`src/mer_pkg.sv`:
```
// Shared types and constants for the midpoint ellipse rasterizer.
package mer_pkg;

  localparam int COORD_BITS_DEF = 11;

  // Operand pair fed to the shared multiplier
  typedef enum logic [3:0] {
    MUL_NONE,
    MUL_RX_RX,
    MUL_RY_RY,
    MUL_RX2_RY,
    MUL_TX_TX,
    MUL_YM_YM,
    MUL_RY2_TMP,
    MUL_RX2_TMP,
    MUL_RX2_RY2
  } mul_op_t;

  // What to do with the registered product
  typedef enum logic [2:0] {
    TAKE_NONE,
    TAKE_RX2,
    TAKE_RY2,
    TAKE_SY,
    TAKE_TMP,
    TAKE_ACC,
    TAKE_ADD4,
    TAKE_SUB4
  } take_op_t;

  // Load, advance and decision update steps
  typedef enum logic [2:0] {
    SEQ_NONE,
    SEQ_START,
    SEQ_ADVANCE,
    SEQ_ACC_SX,
    SEQ_ACC_SY,
    SEQ_DEC_ADD,
    SEQ_DEC_LOAD
  } seq_op_t;

  typedef struct packed {
    mul_op_t  mul_op;
    take_op_t take_op;
    seq_op_t  seq_op;
    logic     region_one;
    logic     emit_load;
    logic     shape_done;
  } dp_cmd_t;

  typedef struct packed {
    logic r1_end;
    logic y_neg;
    logic y_zero;
  } dp_status_t;

endpackage

```
`src/mer_if.sv`:
```
// Valid/ready channel interfaces for the rasterizer input and pixel output.
interface mer_in_if #(
  parameter int COORD_BITS = mer_pkg::COORD_BITS_DEF
);
  logic                  valid;
  logic                  ready;
  logic                  action;
  logic [COORD_BITS-1:0] corner_ax;
  logic [COORD_BITS-1:0] corner_ay;
  logic [COORD_BITS-1:0] corner_bx;
  logic [COORD_BITS-1:0] corner_by;

  modport source (
    output valid, action, corner_ax, corner_ay, corner_bx, corner_by,
    input  ready
  );
  modport sink (
    input  valid, action, corner_ax, corner_ay, corner_bx, corner_by,
    output ready
  );
endinterface

interface mer_out_if #(
  parameter int COORD_BITS = mer_pkg::COORD_BITS_DEF
);
  logic                  valid;
  logic                  ready;
  logic [COORD_BITS-1:0] pixel_x;
  logic [COORD_BITS-1:0] pixel_y;
  logic                  step_last;
  logic                  shape_done;

  modport source (
    output valid, pixel_x, pixel_y, step_last, shape_done,
    input  ready
  );
  modport sink (
    input  valid, pixel_x, pixel_y, step_last, shape_done,
    output ready
  );
endinterface

```
`src/mer_ctrl.sv`:
```
// Sequencer for the ellipse rasterizer: start setup, point advance, region change.
module mer_ctrl (
  input  logic                clk,
  input  logic                rst_n,
  input  logic                in_valid,
  input  logic                in_action,
  output logic                in_ready,
  input  logic                emit_busy,
  input  mer_pkg::dp_status_t status,
  output mer_pkg::dp_cmd_t    cmd
);

  typedef enum logic [1:0] {
    REGION_IDLE = 2'd0,
    REGION_ONE  = 2'd1,
    REGION_TWO  = 2'd2
  } region_t;

  typedef enum logic [16:0] {
    S_IDLE = 17'h00001,
    S_ST1  = 17'h00002,
    S_ST2  = 17'h00004,
    S_ST3  = 17'h00008,
    S_ST4  = 17'h00010,
    S_ST5  = 17'h00020,
    S_U2   = 17'h00040,
    S_U3   = 17'h00080,
    S_U4   = 17'h00100,
    S_RA1  = 17'h00200,
    S_RA2  = 17'h00400,
    S_RA3  = 17'h00800,
    S_RA4  = 17'h01000,
    S_RA5  = 17'h02000,
    S_RA6  = 17'h04000,
    S_RA7  = 17'h08000,
    S_SETL = 17'h10000
  } state_t;

  state_t  state_r, state_nxt;
  region_t region_r, region_nxt;
  logic    xfer;

  assign in_ready = (state_r == S_IDLE) && !emit_busy;
  assign xfer     = in_valid && in_ready;

  always_comb begin
    state_nxt      = state_r;
    region_nxt     = region_r;
    cmd            = '0;
    cmd.mul_op     = mer_pkg::MUL_NONE;
    cmd.take_op    = mer_pkg::TAKE_NONE;
    cmd.seq_op     = mer_pkg::SEQ_NONE;
    cmd.region_one = (region_r == REGION_ONE);
    case (state_r)
      S_IDLE: begin
        if (xfer) begin
          if (!in_action) begin
            cmd.seq_op = mer_pkg::SEQ_START;
            state_nxt  = S_ST1;
          end else if (region_r != REGION_IDLE) begin
            cmd.seq_op     = mer_pkg::SEQ_ADVANCE;
            cmd.emit_load  = 1'b1;
            // region two with y at zero steps below the axis: last point
            cmd.shape_done = (region_r == REGION_TWO) && status.y_zero;
            state_nxt      = S_U2;
          end
        end
      end
      S_ST1: begin
        cmd.mul_op = mer_pkg::MUL_RX_RX;
        state_nxt  = S_ST2;
      end
      S_ST2: begin
        cmd.mul_op  = mer_pkg::MUL_RY_RY;
        cmd.take_op = mer_pkg::TAKE_RX2;
        state_nxt   = S_ST3;
      end
      S_ST3: begin
        cmd.mul_op  = mer_pkg::MUL_RX2_RY;
        cmd.take_op = mer_pkg::TAKE_RY2;
        state_nxt   = S_ST4;
      end
      S_ST4: begin
        cmd.take_op = mer_pkg::TAKE_SY;
        state_nxt   = S_ST5;
      end
      S_ST5: begin
        cmd.seq_op = mer_pkg::SEQ_DEC_LOAD;
        region_nxt = REGION_ONE;
        state_nxt  = S_SETL;
      end
      S_U2: begin
        cmd.seq_op = mer_pkg::SEQ_ACC_SX;
        state_nxt  = S_U3;
      end
      S_U3: begin
        cmd.seq_op = mer_pkg::SEQ_ACC_SY;
        state_nxt  = S_U4;
      end
      S_U4: begin
        cmd.seq_op = mer_pkg::SEQ_DEC_ADD;
        state_nxt  = S_SETL;
      end
      S_RA1: begin
        cmd.mul_op = mer_pkg::MUL_TX_TX;
        state_nxt  = S_RA2;
      end
      S_RA2: begin
        cmd.mul_op  = mer_pkg::MUL_YM_YM;
        cmd.take_op = mer_pkg::TAKE_TMP;
        state_nxt   = S_RA3;
      end
      S_RA3: begin
        cmd.mul_op  = mer_pkg::MUL_RY2_TMP;
        cmd.take_op = mer_pkg::TAKE_TMP;
        state_nxt   = S_RA4;
      end
      S_RA4: begin
        cmd.mul_op  = mer_pkg::MUL_RX2_TMP;
        cmd.take_op = mer_pkg::TAKE_ACC;
        state_nxt   = S_RA5;
      end
      S_RA5: begin
        cmd.mul_op  = mer_pkg::MUL_RX2_RY2;
        cmd.take_op = mer_pkg::TAKE_ADD4;
        state_nxt   = S_RA6;
      end
      S_RA6: begin
        cmd.take_op = mer_pkg::TAKE_SUB4;
        state_nxt   = S_RA7;
      end
      S_RA7: begin
        cmd.seq_op = mer_pkg::SEQ_DEC_LOAD;
        region_nxt = REGION_TWO;
        state_nxt  = S_SETL;
      end
      S_SETL: begin
        if ((region_r == REGION_ONE) && status.r1_end) begin
          state_nxt = S_RA1;
        end else begin
          if ((region_r == REGION_TWO) && status.y_neg) begin
            region_nxt = REGION_IDLE;
          end
          state_nxt = S_IDLE;
        end
      end
      default: begin
        state_nxt = S_IDLE;
      end
    endcase
  end

  always_ff @(posedge clk) begin
    if (!rst_n) begin
      state_r  <= S_IDLE;
      region_r <= REGION_IDLE;
    end else begin
      state_r  <= state_nxt;
      region_r <= region_nxt;
    end
  end

`ifndef SYNTHESIS
  a_step_emits: assert property (@(posedge clk) disable iff (!rst_n)
    (xfer && in_action && (region_r != REGION_IDLE)) |=> emit_busy)
    else $error("accepted step did not start pixel output");

  a_no_skip_region: assert property (@(posedge clk) disable iff (!rst_n)
    (region_r == REGION_IDLE) |=> (region_r != REGION_TWO))
    else $error("region two entered without region one");

  a_region_hold: assert property (@(posedge clk) disable iff (!rst_n)
    !(state_r == S_ST5 || state_r == S_RA7 || state_r == S_SETL) |=> $stable(region_r))
    else $error("region changed outside a settle point");

  a_ra_from_one: assert property (@(posedge clk) disable iff (!rst_n)
    (state_r == S_RA1) |-> (region_r == REGION_ONE))
    else $error("region two setup started outside region one");
`endif

endmodule

```
`src/mer_datapath.sv`:
```
// Ellipse datapath: geometry registers, shared multiplier, decision terms.
module mer_datapath #(
  parameter int COORD_BITS = mer_pkg::COORD_BITS_DEF
) (
  input  logic                         clk,
  input  mer_pkg::dp_cmd_t             cmd,
  input  logic [COORD_BITS-1:0]        corner_ax,
  input  logic [COORD_BITS-1:0]        corner_ay,
  input  logic [COORD_BITS-1:0]        corner_bx,
  input  logic [COORD_BITS-1:0]        corner_by,
  output mer_pkg::dp_status_t          status,
  output logic [COORD_BITS-1:0]        centre_x,
  output logic [COORD_BITS-1:0]        centre_y,
  output logic signed [COORD_BITS:0]   point_x,
  output logic signed [COORD_BITS:0]   point_y
);

  localparam int CW  = COORD_BITS;
  localparam int RW  = CW - 1;
  localparam int PW  = CW + 1;
  localparam int SW  = 2 * RW;
  localparam int MOW = 2 * CW + 2;
  localparam int DW  = 4 * CW + 4;
  localparam logic signed [DW-1:0] DEC_BIAS = DW'(3);

  logic [RW-1:0]           rx_r, ry_r;
  logic [CW-1:0]           cx_r, cy_r;
  logic signed [PW-1:0]    px_r, py_r;
  logic [SW-1:0]           rx2_r, ry2_r;
  logic [MOW-1:0]          tmp_r;
  logic [2*MOW-1:0]        prod_r;
  logic signed [DW-1:0]    acc_r, sx_r, sy_r, dec_r;
  logic                    mvx_r, mvy_r;

  logic                    ax_lt, ay_lt;
  logic [CW-1:0]           wx, wy;
  logic [RW-1:0]           rx_new, ry_new;
  logic [CW-1:0]           cx_new, cy_new;
  logic [MOW-1:0]          op_a, op_b;
  logic signed [PW-1:0]    ym;
  logic [PW-1:0]           ym_abs;
  logic [CW:0]             tx;
  logic signed [DW-1:0]    prod_s, rx2_w, ry2_w, acc_bias, dec_trunc;
  logic                    d_neg, d_pos, mx, my;

  // start geometry: radius is half the box, centre one radius in from corner a
  assign ax_lt  = corner_ax < corner_bx;
  assign ay_lt  = corner_ay < corner_by;
  assign wx     = ax_lt ? (corner_bx - corner_ax) : (corner_ax - corner_bx);
  assign wy     = ay_lt ? (corner_by - corner_ay) : (corner_ay - corner_by);
  assign rx_new = wx[CW-1:1];
  assign ry_new = wy[CW-1:1];
  assign cx_new = ax_lt ? (corner_ax + {1'b0, rx_new}) : (corner_ax - {1'b0, rx_new});
  assign cy_new = ay_lt ? (corner_ay + {1'b0, ry_new}) : (corner_ay - {1'b0, ry_new});

  assign tx     = {px_r[CW-1:0], 1'b1};
  assign ym     = py_r - PW'(1);
  assign ym_abs = ym[PW-1] ? PW'(-ym) : PW'(ym);

  always_comb begin
    op_a = '0;
    op_b = '0;
    case (cmd.mul_op)
      mer_pkg::MUL_RX_RX: begin
        op_a = MOW'(rx_r);
        op_b = MOW'(rx_r);
      end
      mer_pkg::MUL_RY_RY: begin
        op_a = MOW'(ry_r);
        op_b = MOW'(ry_r);
      end
      mer_pkg::MUL_RX2_RY: begin
        op_a = MOW'(rx2_r);
        op_b = MOW'(ry_r);
      end
      mer_pkg::MUL_TX_TX: begin
        op_a = MOW'(tx);
        op_b = MOW'(tx);
      end
      mer_pkg::MUL_YM_YM: begin
        op_a = MOW'(ym_abs);
        op_b = MOW'(ym_abs);
      end
      mer_pkg::MUL_RY2_TMP: begin
        op_a = MOW'(ry2_r);
        op_b = tmp_r;
      end
      mer_pkg::MUL_RX2_TMP: begin
        op_a = MOW'(rx2_r);
        op_b = tmp_r;
      end
      mer_pkg::MUL_RX2_RY2: begin
        op_a = MOW'(rx2_r);
        op_b = MOW'(ry2_r);
      end
      default: begin
        op_a = '0;
        op_b = '0;
      end
    endcase
  end

  assign prod_s    = signed'(DW'(prod_r));
  assign rx2_w     = signed'(DW'(rx2_r));
  assign ry2_w     = signed'(DW'(ry2_r));
  // quarter-unit value to integer, truncating toward zero
  assign acc_bias  = acc_r + DEC_BIAS;
  assign dec_trunc = acc_r[DW-1] ? (acc_bias >>> 2) : (acc_r >>> 2);

  assign d_neg = dec_r[DW-1];
  assign d_pos = !d_neg && (dec_r != '0);
  assign mx    = cmd.region_one || !d_pos;
  assign my    = !cmd.region_one || !d_neg;

  always_ff @(posedge clk) begin
    prod_r <= op_a * op_b;

    case (cmd.take_op)
      mer_pkg::TAKE_RX2: begin
        rx2_r <= prod_r[SW-1:0];
        acc_r <= prod_s;
      end
      mer_pkg::TAKE_RY2: begin
        ry2_r <= prod_r[SW-1:0];
        acc_r <= acc_r + (prod_s <<< 2);
      end
      mer_pkg::TAKE_SY: begin
        sy_r  <= prod_s <<< 1;
        acc_r <= acc_r - (prod_s <<< 2);
      end
      mer_pkg::TAKE_TMP:  tmp_r <= prod_r[MOW-1:0];
      mer_pkg::TAKE_ACC:  acc_r <= prod_s;
      mer_pkg::TAKE_ADD4: acc_r <= acc_r + (prod_s <<< 2);
      mer_pkg::TAKE_SUB4: acc_r <= acc_r - (prod_s <<< 2);
      default: begin
      end
    endcase

    case (cmd.seq_op)
      mer_pkg::SEQ_START: begin
        rx_r <= rx_new;
        ry_r <= ry_new;
        cx_r <= cx_new;
        cy_r <= cy_new;
        px_r <= '0;
        py_r <= signed'(PW'(ry_new));
        sx_r <= '0;
      end
      mer_pkg::SEQ_ADVANCE: begin
        mvx_r <= mx;
        mvy_r <= my;
        if (mx) begin
          px_r <= px_r + PW'(1);
          sx_r <= sx_r + (ry2_w <<< 1);
        end
        if (my) begin
          py_r <= py_r - PW'(1);
          sy_r <= sy_r - (rx2_w <<< 1);
        end
      end
      mer_pkg::SEQ_ACC_SX: begin
        acc_r <= (mvx_r ? sx_r : '0) + (cmd.region_one ? ry2_w : rx2_w);
      end
      mer_pkg::SEQ_ACC_SY: begin
        acc_r <= acc_r - (mvy_r ? sy_r : '0);
      end
      mer_pkg::SEQ_DEC_ADD:  dec_r <= dec_r + acc_r;
      mer_pkg::SEQ_DEC_LOAD: dec_r <= dec_trunc;
      default: begin
      end
    endcase
  end

  assign status.r1_end = !(sx_r < sy_r);
  assign status.y_neg  = py_r[PW-1];
  assign status.y_zero = (py_r == '0);

  assign centre_x = cx_r;
  assign centre_y = cy_r;
  assign point_x  = px_r;
  assign point_y  = py_r;

endmodule

```
`src/mer_emit.sv`:
```
// Pixel output stage: four mirrored pixels of one point, one per transfer.
module mer_emit #(
  parameter int COORD_BITS = mer_pkg::COORD_BITS_DEF
) (
  input  logic                        clk,
  input  logic                        rst_n,
  input  logic                        load,
  input  logic                        done,
  input  logic [COORD_BITS-1:0]       centre_x,
  input  logic [COORD_BITS-1:0]       centre_y,
  input  logic signed [COORD_BITS:0]  point_x,
  input  logic signed [COORD_BITS:0]  point_y,
  output logic                        busy,
  output logic                        out_valid,
  input  logic                        out_ready,
  output logic [COORD_BITS-1:0]       pixel_x,
  output logic [COORD_BITS-1:0]       pixel_y,
  output logic                        step_last,
  output logic                        shape_done
);

  localparam int CW = COORD_BITS;

  logic          busy_r;
  logic [1:0]    k_r;
  logic [CW-1:0] xm_r, xp_r, ym_r, yp_r;
  logic          done_r;

  always_ff @(posedge clk) begin
    if (!rst_n) begin
      busy_r <= 1'b0;
      k_r    <= '0;
    end else if (load) begin
      busy_r <= 1'b1;
      k_r    <= '0;
    end else if (busy_r && out_ready) begin
      if (&k_r) begin
        busy_r <= 1'b0;
      end
      k_r <= k_r + 2'd1;
    end
  end

  // coordinates wrap to the pixel width
  always_ff @(posedge clk) begin
    if (load) begin
      xm_r   <= centre_x - point_x[CW-1:0];
      xp_r   <= centre_x + point_x[CW-1:0];
      ym_r   <= centre_y - point_y[CW-1:0];
      yp_r   <= centre_y + point_y[CW-1:0];
      done_r <= done;
    end
  end

  assign busy       = busy_r;
  assign out_valid  = busy_r;
  assign pixel_x    = k_r[1] ? xp_r : xm_r;
  assign pixel_y    = k_r[0] ? yp_r : ym_r;
  assign step_last  = &k_r;
  assign shape_done = done_r;

endmodule

```
`src/midpoint_ellipse_rasterizer_core.sv`:
```
// Top level of the midpoint ellipse rasterizer.
//
//  channel | dir | transfer when        | payload
//  in_ch   | in  | valid && ready       | action, corner_ax/ay, corner_bx/by
//  out_ch  | out | valid && ready       | pixel_x, pixel_y, step_last, shape_done
//
// After its transfer a step runs the update and settle states before the next
// item can be taken; its four pixels leave one per cycle while out_ch is ready.
// A start runs three chained squares/products on one shared multiplier, and
// entering region two adds five more multiplies. Reset (rst_n low, synchronous)
// returns the block to no ellipse; steps then produce nothing. A stalled out_ch
// holds the pixel and keeps in_ch.ready low.
module midpoint_ellipse_rasterizer_core #(
  parameter int COORD_BITS = mer_pkg::COORD_BITS_DEF
) (
  input  logic   clk,
  input  logic   rst_n,
  mer_in_if.sink     in_ch,
  mer_out_if.source  out_ch
);

  mer_pkg::dp_cmd_t             cmd;
  mer_pkg::dp_status_t          status;
  logic                         emit_busy;
  logic [COORD_BITS-1:0]        centre_x, centre_y;
  logic signed [COORD_BITS:0]   point_x, point_y;

  // Sequencer: owns the region and walks the multiply and update steps.
  mer_ctrl u_ctrl (
    .clk       (clk),
    .rst_n     (rst_n),
    .in_valid  (in_ch.valid),
    .in_action (in_ch.action),
    .in_ready  (in_ch.ready),
    .emit_busy (emit_busy),
    .status    (status),
    .cmd       (cmd)
  );

  // Datapath: geometry, slope terms and the decision value.
  mer_datapath #(
    .COORD_BITS (COORD_BITS)
  ) u_datapath (
    .clk       (clk),
    .cmd       (cmd),
    .corner_ax (in_ch.corner_ax),
    .corner_ay (in_ch.corner_ay),
    .corner_bx (in_ch.corner_bx),
    .corner_by (in_ch.corner_by),
    .status    (status),
    .centre_x  (centre_x),
    .centre_y  (centre_y),
    .point_x   (point_x),
    .point_y   (point_y)
  );

  // Output stage: capture the point before it advances, then send the four
  // mirrored pixels while the datapath works out the next point.
  mer_emit #(
    .COORD_BITS (COORD_BITS)
  ) u_emit (
    .clk        (clk),
    .rst_n      (rst_n),
    .load       (cmd.emit_load),
    .done       (cmd.shape_done),
    .centre_x   (centre_x),
    .centre_y   (centre_y),
    .point_x    (point_x),
    .point_y    (point_y),
    .busy       (emit_busy),
    .out_valid  (out_ch.valid),
    .out_ready  (out_ch.ready),
    .pixel_x    (out_ch.pixel_x),
    .pixel_y    (out_ch.pixel_y),
    .step_last  (out_ch.step_last),
    .shape_done (out_ch.shape_done)
  );

endmodule

```
`src/flat_wrapper.sv`:
```
// flat-port wrapper written by rule: the top's interface ports become plain ports
module midpoint_ellipse_rasterizer_core_flat 
#(
  parameter int COORD_BITS = mer_pkg::COORD_BITS_DEF
)
  (clk, rst_n, in_ch_valid, in_ch_action, in_ch_corner_ax, in_ch_corner_ay, in_ch_corner_bx, in_ch_corner_by, in_ch_ready, out_ch_valid, out_ch_pixel_x, out_ch_pixel_y, out_ch_step_last, out_ch_shape_done, out_ch_ready);
  mer_in_if #(.COORD_BITS(COORD_BITS)) in_ch_i ();
  mer_out_if #(.COORD_BITS(COORD_BITS)) out_ch_i ();
  input  logic clk;
  input  logic rst_n;
  input wire logic [$bits(in_ch_i.valid)-1:0] in_ch_valid;
  input wire logic [$bits(in_ch_i.action)-1:0] in_ch_action;
  input wire logic [$bits(in_ch_i.corner_ax)-1:0] in_ch_corner_ax;
  input wire logic [$bits(in_ch_i.corner_ay)-1:0] in_ch_corner_ay;
  input wire logic [$bits(in_ch_i.corner_bx)-1:0] in_ch_corner_bx;
  input wire logic [$bits(in_ch_i.corner_by)-1:0] in_ch_corner_by;
  output wire logic [$bits(in_ch_i.ready)-1:0] in_ch_ready;
  output wire logic [$bits(out_ch_i.valid)-1:0] out_ch_valid;
  output wire logic [$bits(out_ch_i.pixel_x)-1:0] out_ch_pixel_x;
  output wire logic [$bits(out_ch_i.pixel_y)-1:0] out_ch_pixel_y;
  output wire logic [$bits(out_ch_i.step_last)-1:0] out_ch_step_last;
  output wire logic [$bits(out_ch_i.shape_done)-1:0] out_ch_shape_done;
  input wire logic [$bits(out_ch_i.ready)-1:0] out_ch_ready;
  assign in_ch_i.valid = in_ch_valid;
  assign in_ch_i.action = in_ch_action;
  assign in_ch_i.corner_ax = in_ch_corner_ax;
  assign in_ch_i.corner_ay = in_ch_corner_ay;
  assign in_ch_i.corner_bx = in_ch_corner_bx;
  assign in_ch_i.corner_by = in_ch_corner_by;
  assign in_ch_ready = in_ch_i.ready;
  assign out_ch_valid = out_ch_i.valid;
  assign out_ch_pixel_x = out_ch_i.pixel_x;
  assign out_ch_pixel_y = out_ch_i.pixel_y;
  assign out_ch_step_last = out_ch_i.step_last;
  assign out_ch_shape_done = out_ch_i.shape_done;
  assign out_ch_i.ready = out_ch_ready;
  midpoint_ellipse_rasterizer_core #(.COORD_BITS(COORD_BITS)) u_core (.clk(clk), .rst_n(rst_n), .in_ch(in_ch_i), .out_ch(out_ch_i));
endmodule
```
`config.mk`:
```
export PLATFORM = sky130hd
export DESIGN_NAME = midpoint_ellipse_rasterizer_core_flat
export DESIGN_NICKNAME = d
export VERILOG_FILES = /design/src/mer_pkg.sv /design/src/mer_if.sv /design/src/mer_ctrl.sv /design/src/mer_datapath.sv /design/src/mer_emit.sv /design/src/midpoint_ellipse_rasterizer_core.sv /design/src/flat_wrapper.sv
export SDC_FILE = /design/constraint.sdc
export NUM_CORES = 2
export LEC_CHECK = 0
export BUFFER_PORTS_ARGS = -buffer_cell sky130_fd_sc_hd__buf_2
export CAP_MARGIN = 20
export CORE_ASPECT_RATIO = 0.7
export CORE_UTILIZATION = 55
export CTS_BUF_LIST = sky130_fd_sc_hd__clkbuf_8
export CTS_CLUSTER_SIZE = 40
export DETAILED_ROUTE_END_ITERATION = 10
export PLACE_DENSITY = 0.71
export SYNTH_ARGS = -nofsm -noshare
export SYNTH_HDL_FRONTEND = slang
export SYNTH_SLANG_ARGS = --single-unit
```
`constraint.sdc`:
```
create_clock -name clk -period 12.6 [get_ports clk]
set_input_delay 0.63 -clock clk [delete_from_list [all_inputs] [get_ports clk]]
set_output_delay 0.63 -clock clk [all_outputs]
set_load 0.02 [all_outputs]
```
After elaboration in Yosys (flattened, before gate mapping)
Index checks and enable logic that the tools add are counted.
W data, S select, Z words.
Word-level totals
  register bits: 439
  bits of input ports: 49
  output and inout port bits: 26
  word-level logic and storage cells: 186
Operators by class
  add/subtract/negate cells: 24
  multipliers: 1
  order comparisons: 3
  eq/ne operators: 46
  multiplexer cells: 46
  bitwise logic cells: 1
  reduce and logical (&&, ||, !) cells: 40
Operator list (count)
  $mux W48: 7
  $pmux W48 S2: 3
  $pmux W17 S15: 1
  $pmux W24 S6: 1
  $pmux W48 S3: 1
  $pmux W20 S6: 1
  $add A48 B48 Y48: 2
  $sub A48 B48 Y48: 2
  $mux W11: 6
  $sub A11 B11 Y11: 6
  $mux W17: 3
  $add A48 B20 Y48: 1
  $add A48 B22 Y48: 1
  $add A48 B3 Y48 const B: 1
  $lt A48 B48 Y1: 1
  $mul A24 B24 Y48: 1
  $pmux W12 S2: 2
  $reduce_bool A48 Y1: 1
  $sub A48 B22 Y48: 1
  $mux W12: 3
  $pmux W4 S8: 1
  $add A11 B10 Y11: 2
  $add A11 B11 Y11: 2
  $lt A11 B11 Y1: 2
  other kinds (53): 109

Logic depth before layout (Yosys ltp)
  depth after elaboration: 8
  depth in mapped cells: 40
  gate-level depth less buffers: 39

Cells and area by module
Synthesis repeated with hierarchy kept, for this count alone.
Unflattened totals
  cell total of the unflattened synthesis: 6089
  area, all modules: 52628.0 um2
By module, submodules not included
  mer_datapath: times used 1, cells each 5602, area an instance 47928.5 um2, seq. area each 10169.8 um2
  mer_emit: times used 1, cells each 361, area an instance 3656.0 um2, seq. area each 1351.3 um2
  mer_ctrl: times used 1, cells each 126, area an instance 1043.5 um2, seq. area each 380.4 um2

Worst setup path before layout
Ideal clock, no wire load.
  path type: register -> register
  start: reg u_core.u_datapath.py_r[1], in the netlist u_core.u_datapath.point_y[1]
  end: reg u_core.u_datapath.prod_r[35]
  arrival: 8.955 ns
  required time: 12.477 ns
  slack: 3.522 ns
  stages on the path, launching flop included: 40
  path buffers: 1
  period minus slack after synthesis: 9.078 ns
  cells stage by stage: edfxtp_1 inv_1 ha_1 a21boi_1 nand2_1 nor3_2 xor2_1 nor3_1 nor3_1 a21oi_1 o31ai_2 a211o_1 buf_2 nand2_1 fa_1 inv_1 fa_1 inv_1 (+4 left out) fa_1 inv_1 fa_1 inv_1 fa_1 inv_1 ha_1 a21oi_1 o21ai_0 a2111oi_0 o21ai_0 a31oi_1 or3_1 a31oi_1 a221o_1 a221oi_1 o21bai_1 xor2_1
Between the ends
  longest elaborated chain between the ends: 5
RTL lines
  start: declaration: line mer_datapath.sv:28  | logic signed [PW-1:0] px_r, py_r;
  start signal: assignment: line mer_datapath.sv:146  | py_r <= signed'(PW'(ry_new));
  start signal: assignment: line mer_datapath.sv:157  | py_r <= py_r - PW'(1);
  $sub A12 B2 Y12 (*): line mer_datapath.sv:57  | assign ym = py_r - PW'(1);
  $neg A12 Y12: line mer_datapath.sv:58  | assign ym_abs = ym[PW-1] ? PW'(-ym) : PW'(ym);
  $mux W12 (*): line mer_datapath.sv:58
  $pmux W20 S6 / $pmux W24 S6 (equally long branches): line mer_datapath.sv:63  | case (cmd.mul_op)
  $mul A24 B24 Y48 (*): line mer_datapath.sv:116  | prod_r <= op_a * op_b;
  end signal: assignment: line mer_datapath.sv:116
  end: declaration: line mer_datapath.sv:31  | logic [2*MOW-1:0] prod_r;
Mark *: on every way between the ends. The rest lies on a longest branch, timed or not.
A chain may end at the register's enable or synchronous reset.

Worst setup path in the final report
  start: reg u_core.u_datapath.py_r[1], in the netlist u_core.u_datapath.point_y[1]
  end: reg u_core.u_datapath.prod_r[42]
The elaborated chain is that of the path after synthesis.

==> impl_metrics.ini <==
[timing]
rsz0062_at_grt = false
whs_ns = 0.142
fmax_mhz = 85.4
finalCritPeriodShare_pct = 93.0
hold_viol = 0
finalClockSkew_ns = 0.0434
setup_tns_ns = 0
post-route-min-period_ns = 11.71
worst_pin_slew_ns = 1.26
setup_violations = 0
drv_slew = 0
slew_headroom_pct = 15.4

[logic_synthesis]
syn_nets = 7116
postSynthAreaPerCell_um2 = 8.56
syn_inst = 6134
synthesis.area_um2 = 52500
synthArstFlopShare_pct = 0
ys.flop_type = edfxtp_1
yosysWarnings = 0
synth-seq-cells = 434
ys_seq_area_share_pct = 22.6
synth_edf_count = 318
synth.distinct_cells = 97

[final_layout]
layout-drive-gt1-share_pct = 6.34
instances_no_fill = 7469
final_util_pct = 59.2
nets = 7136
area_delta_synth_final_pct = 6.39
multiInputGateArea_um2 = 37000
mostFrequentLayoutCell = inv_1
num-fill-cells = 8430
seq_area_um2 = 11900
final_cell_mix = inv_1 (735), nand2_1 (648), nor2_1 (609), ha_1 (522), a21oi_1 (415)

[drt]
route.detailed.drc = 0
drt_pass1_iterations = 7
num_vias = 46500
drt-wirelength-per-cell_um = 23.6
drtIter0Drc = 5923
ant_nets = 0
wirelength_um = 177000
viasPerCell = 6.23

[power_and_ir_drop]
p_switching_mw = 1.69
p_per_area_nw_per_um2 = 84.2
swShare_pct = 36.0
vdd_drop_max_mv = 0.0872
intPower_mw = 3.01
p_clk_share_pct = 31.5
pwr-share-seq_pct = 37.5
leakage_nw = 24.7
combinationalPowerShare_pct = 31.0

[clocking]
cts-root-buf = clkbuf_8
cts_buffers = 75
clk_latency_ns = 0.79
cts_tree = built
cts_sinks = 434
cts_hold_buffers = 0
post_cts_buffers = 0
clk_path_buf_depth = 3
htreeDepth = 3
path_clk_slew_ns = 0.07
cts_resized = 0

[setup_path]
critPathSlowestCell = a222oi_1
crit_path_max_fanout = 14
worstPathArrival_ns = 12.38
critPathKind = reg -> reg
cpPeakStageDelay_ns = 0.83
end_kind = register
cp_top_family = adder cells
cpMostUsedCell = fa_1
required_ns = 13.27
worst-path-buf-inv = 8
startpoint_type = register

[worst_hold_path]
hp-class = in -> reg

[global_route]
grt_usage_pct = 36.2
grt_overflow = 0
antenna_found_initial = 4
grt_pass1_wl_um = 266000
grt_pass1_vias = 43000
grt_start_max_net_pins = 72

[placement]
place.gp.congestion = 1.00
dp_cells = 7322
io_buffers = 74
dp.final_hpwl_um = 140000

[floorplanning]
dieHeight_um = 261
fp.dieW_um = 371
initial_core_util_pct = 55.7
dieArea_um2 = 96800
core_area_um2 = 94300
io_pins = 75
rows = 94

[status]
status = completed

[run]
max_cap_violations = 0
==> state kept, by name (all words and copies together) (netlist names), 12 cells and up <==
name and count:
u_core.u_datapath.sy_r 48, u_core.u_datapath.dec_r 48, u_core.u_datapath.sx_r 47, u_core.u_datapath.acc_r 48
u_core.u_ctrl.state_r 17, u_core.u_datapath.tmp_r 24, u_core.u_datapath.prod_r 47, u_core.u_datapath.rx2_r 20
u_core.u_datapath.point_y 12, u_core.u_datapath.ry2_r 20
==> per-stage QoR <==
step	setup slack (ns)	cell area, um2	total power [mW]
floorplan	3.52	52500	2.84
global placement	1.66	54200	3.19
detailed placement	1.39	54200	3.20
CTS	1.35	55900	4.68
global route	0.382	55900	4.94
finish	0.886	55900	4.70
==> synth_stat cells (20+ instances only) <==
library cell	n	area, um2
inv_1	721	2710
nand2_1	649	2440
nor2_1	611	2290
ha_1	523	6540
a21oi_1	415	2080
fa_1	410	8210
edfxtp_1	318	9550
o21ai_0	313	1570
xnor2_1	279	2440
xor2_1	169	1480
a21o_1	161	1210
clkbuf_1	150	563
dfxtp_1	116	2320
nand3_1	111	556
nor3_1	87	435
nand4_1	73	457
and2_1	70	438
nand2b_1	67	419
a22oi_1	57	428
o21bai_1	55	413
nor2b_1	53	332
buf_2	52	260
and3_1	51	319
nor4_1	47	294
a211oi_1	43	323
a31oi_1	43	269
o21a_1	37	278
o211ai_1	27	203
mux2_2	26	293
a22o_1	22	193
or3_1	22	138
a211o_1	21	184
o31ai_1	20	150
==> path summary, 6_finish.rpt <==
kind,startpoint,end,slack [ns],depth (start not counted)
worst max-delay path,u_core.u_datapath.point_y[1],u_core.u_datapath.prod_r[42],0.89,37
worst min-delay path,out_ch_ready,u_core.u_emit.k_r[1],0.14,3
worst max register to register,u_core.u_datapath.point_y[1],u_core.u_datapath.prod_r[42],0.89,37
worst min register to register,u_core.u_datapath.sy_r[37],u_core.u_datapath.sy_r[37],0.48,1
==> area by class of cell <==
type	instances	area share, %
tap	1248	2.79
clock buffer	88	2.17
clock inverter	52	0.781
sequential	434	21.2
multi-input combinational	4748	66.2
antenna	4	0.0179
timing repair buffer	173	1.99
inverter	722	4.85
==> worst min-delay path, delay by kind of cell <==
family	cells	cell delay, ns
compound gates	1	0.05
simple gates	1	0.07
buf+inv	1	0.11
==> cell families after synthesis <==
kind of cell / count (synthesis) / share of synthesized area [%]
compound gates: 1399 / 17.0
buf+inv: 952 / 7.10
flops: 434 / 22.6
simple gates: 1923 / 16.8
mux: 45 / 0.919
fa+ha+maj: 933 / 28.1
xor+xnor: 448 / 7.47
==> power groups by stage <==
| stage | clock [mW] | sequential, mW | combinational [mW] |
|---|---|---|---|
| 5_1_grt | 1.55 | 1.77 | 1.62 |
| 3_3_place_gp | 0 | 1.79 | 1.40 |
| 4_1_cts | 1.49 | 1.76 | 1.43 |
| 6_report | 1.48 | 1.77 | 1.46 |
| 2_1_floorplan | 0 | 1.74 | 1.11 |
| 3_5_place_dp | 0 | 1.79 | 1.41 |
==> layer usage <==
layer  vias to the layer above  routed length [um]  GRT usage, %  share of wire [%]
li1                      21100                   -             -                  -
met1                     22400               78600          54.8                 45
met2                      2729               69100          49.1                 39
met3                       320               23600          11.1                 13
met4                         0                5270          9.89                3.0
met5                         -                   0             0                  0
Note: power is estimated with default switching activity, not from simulation.
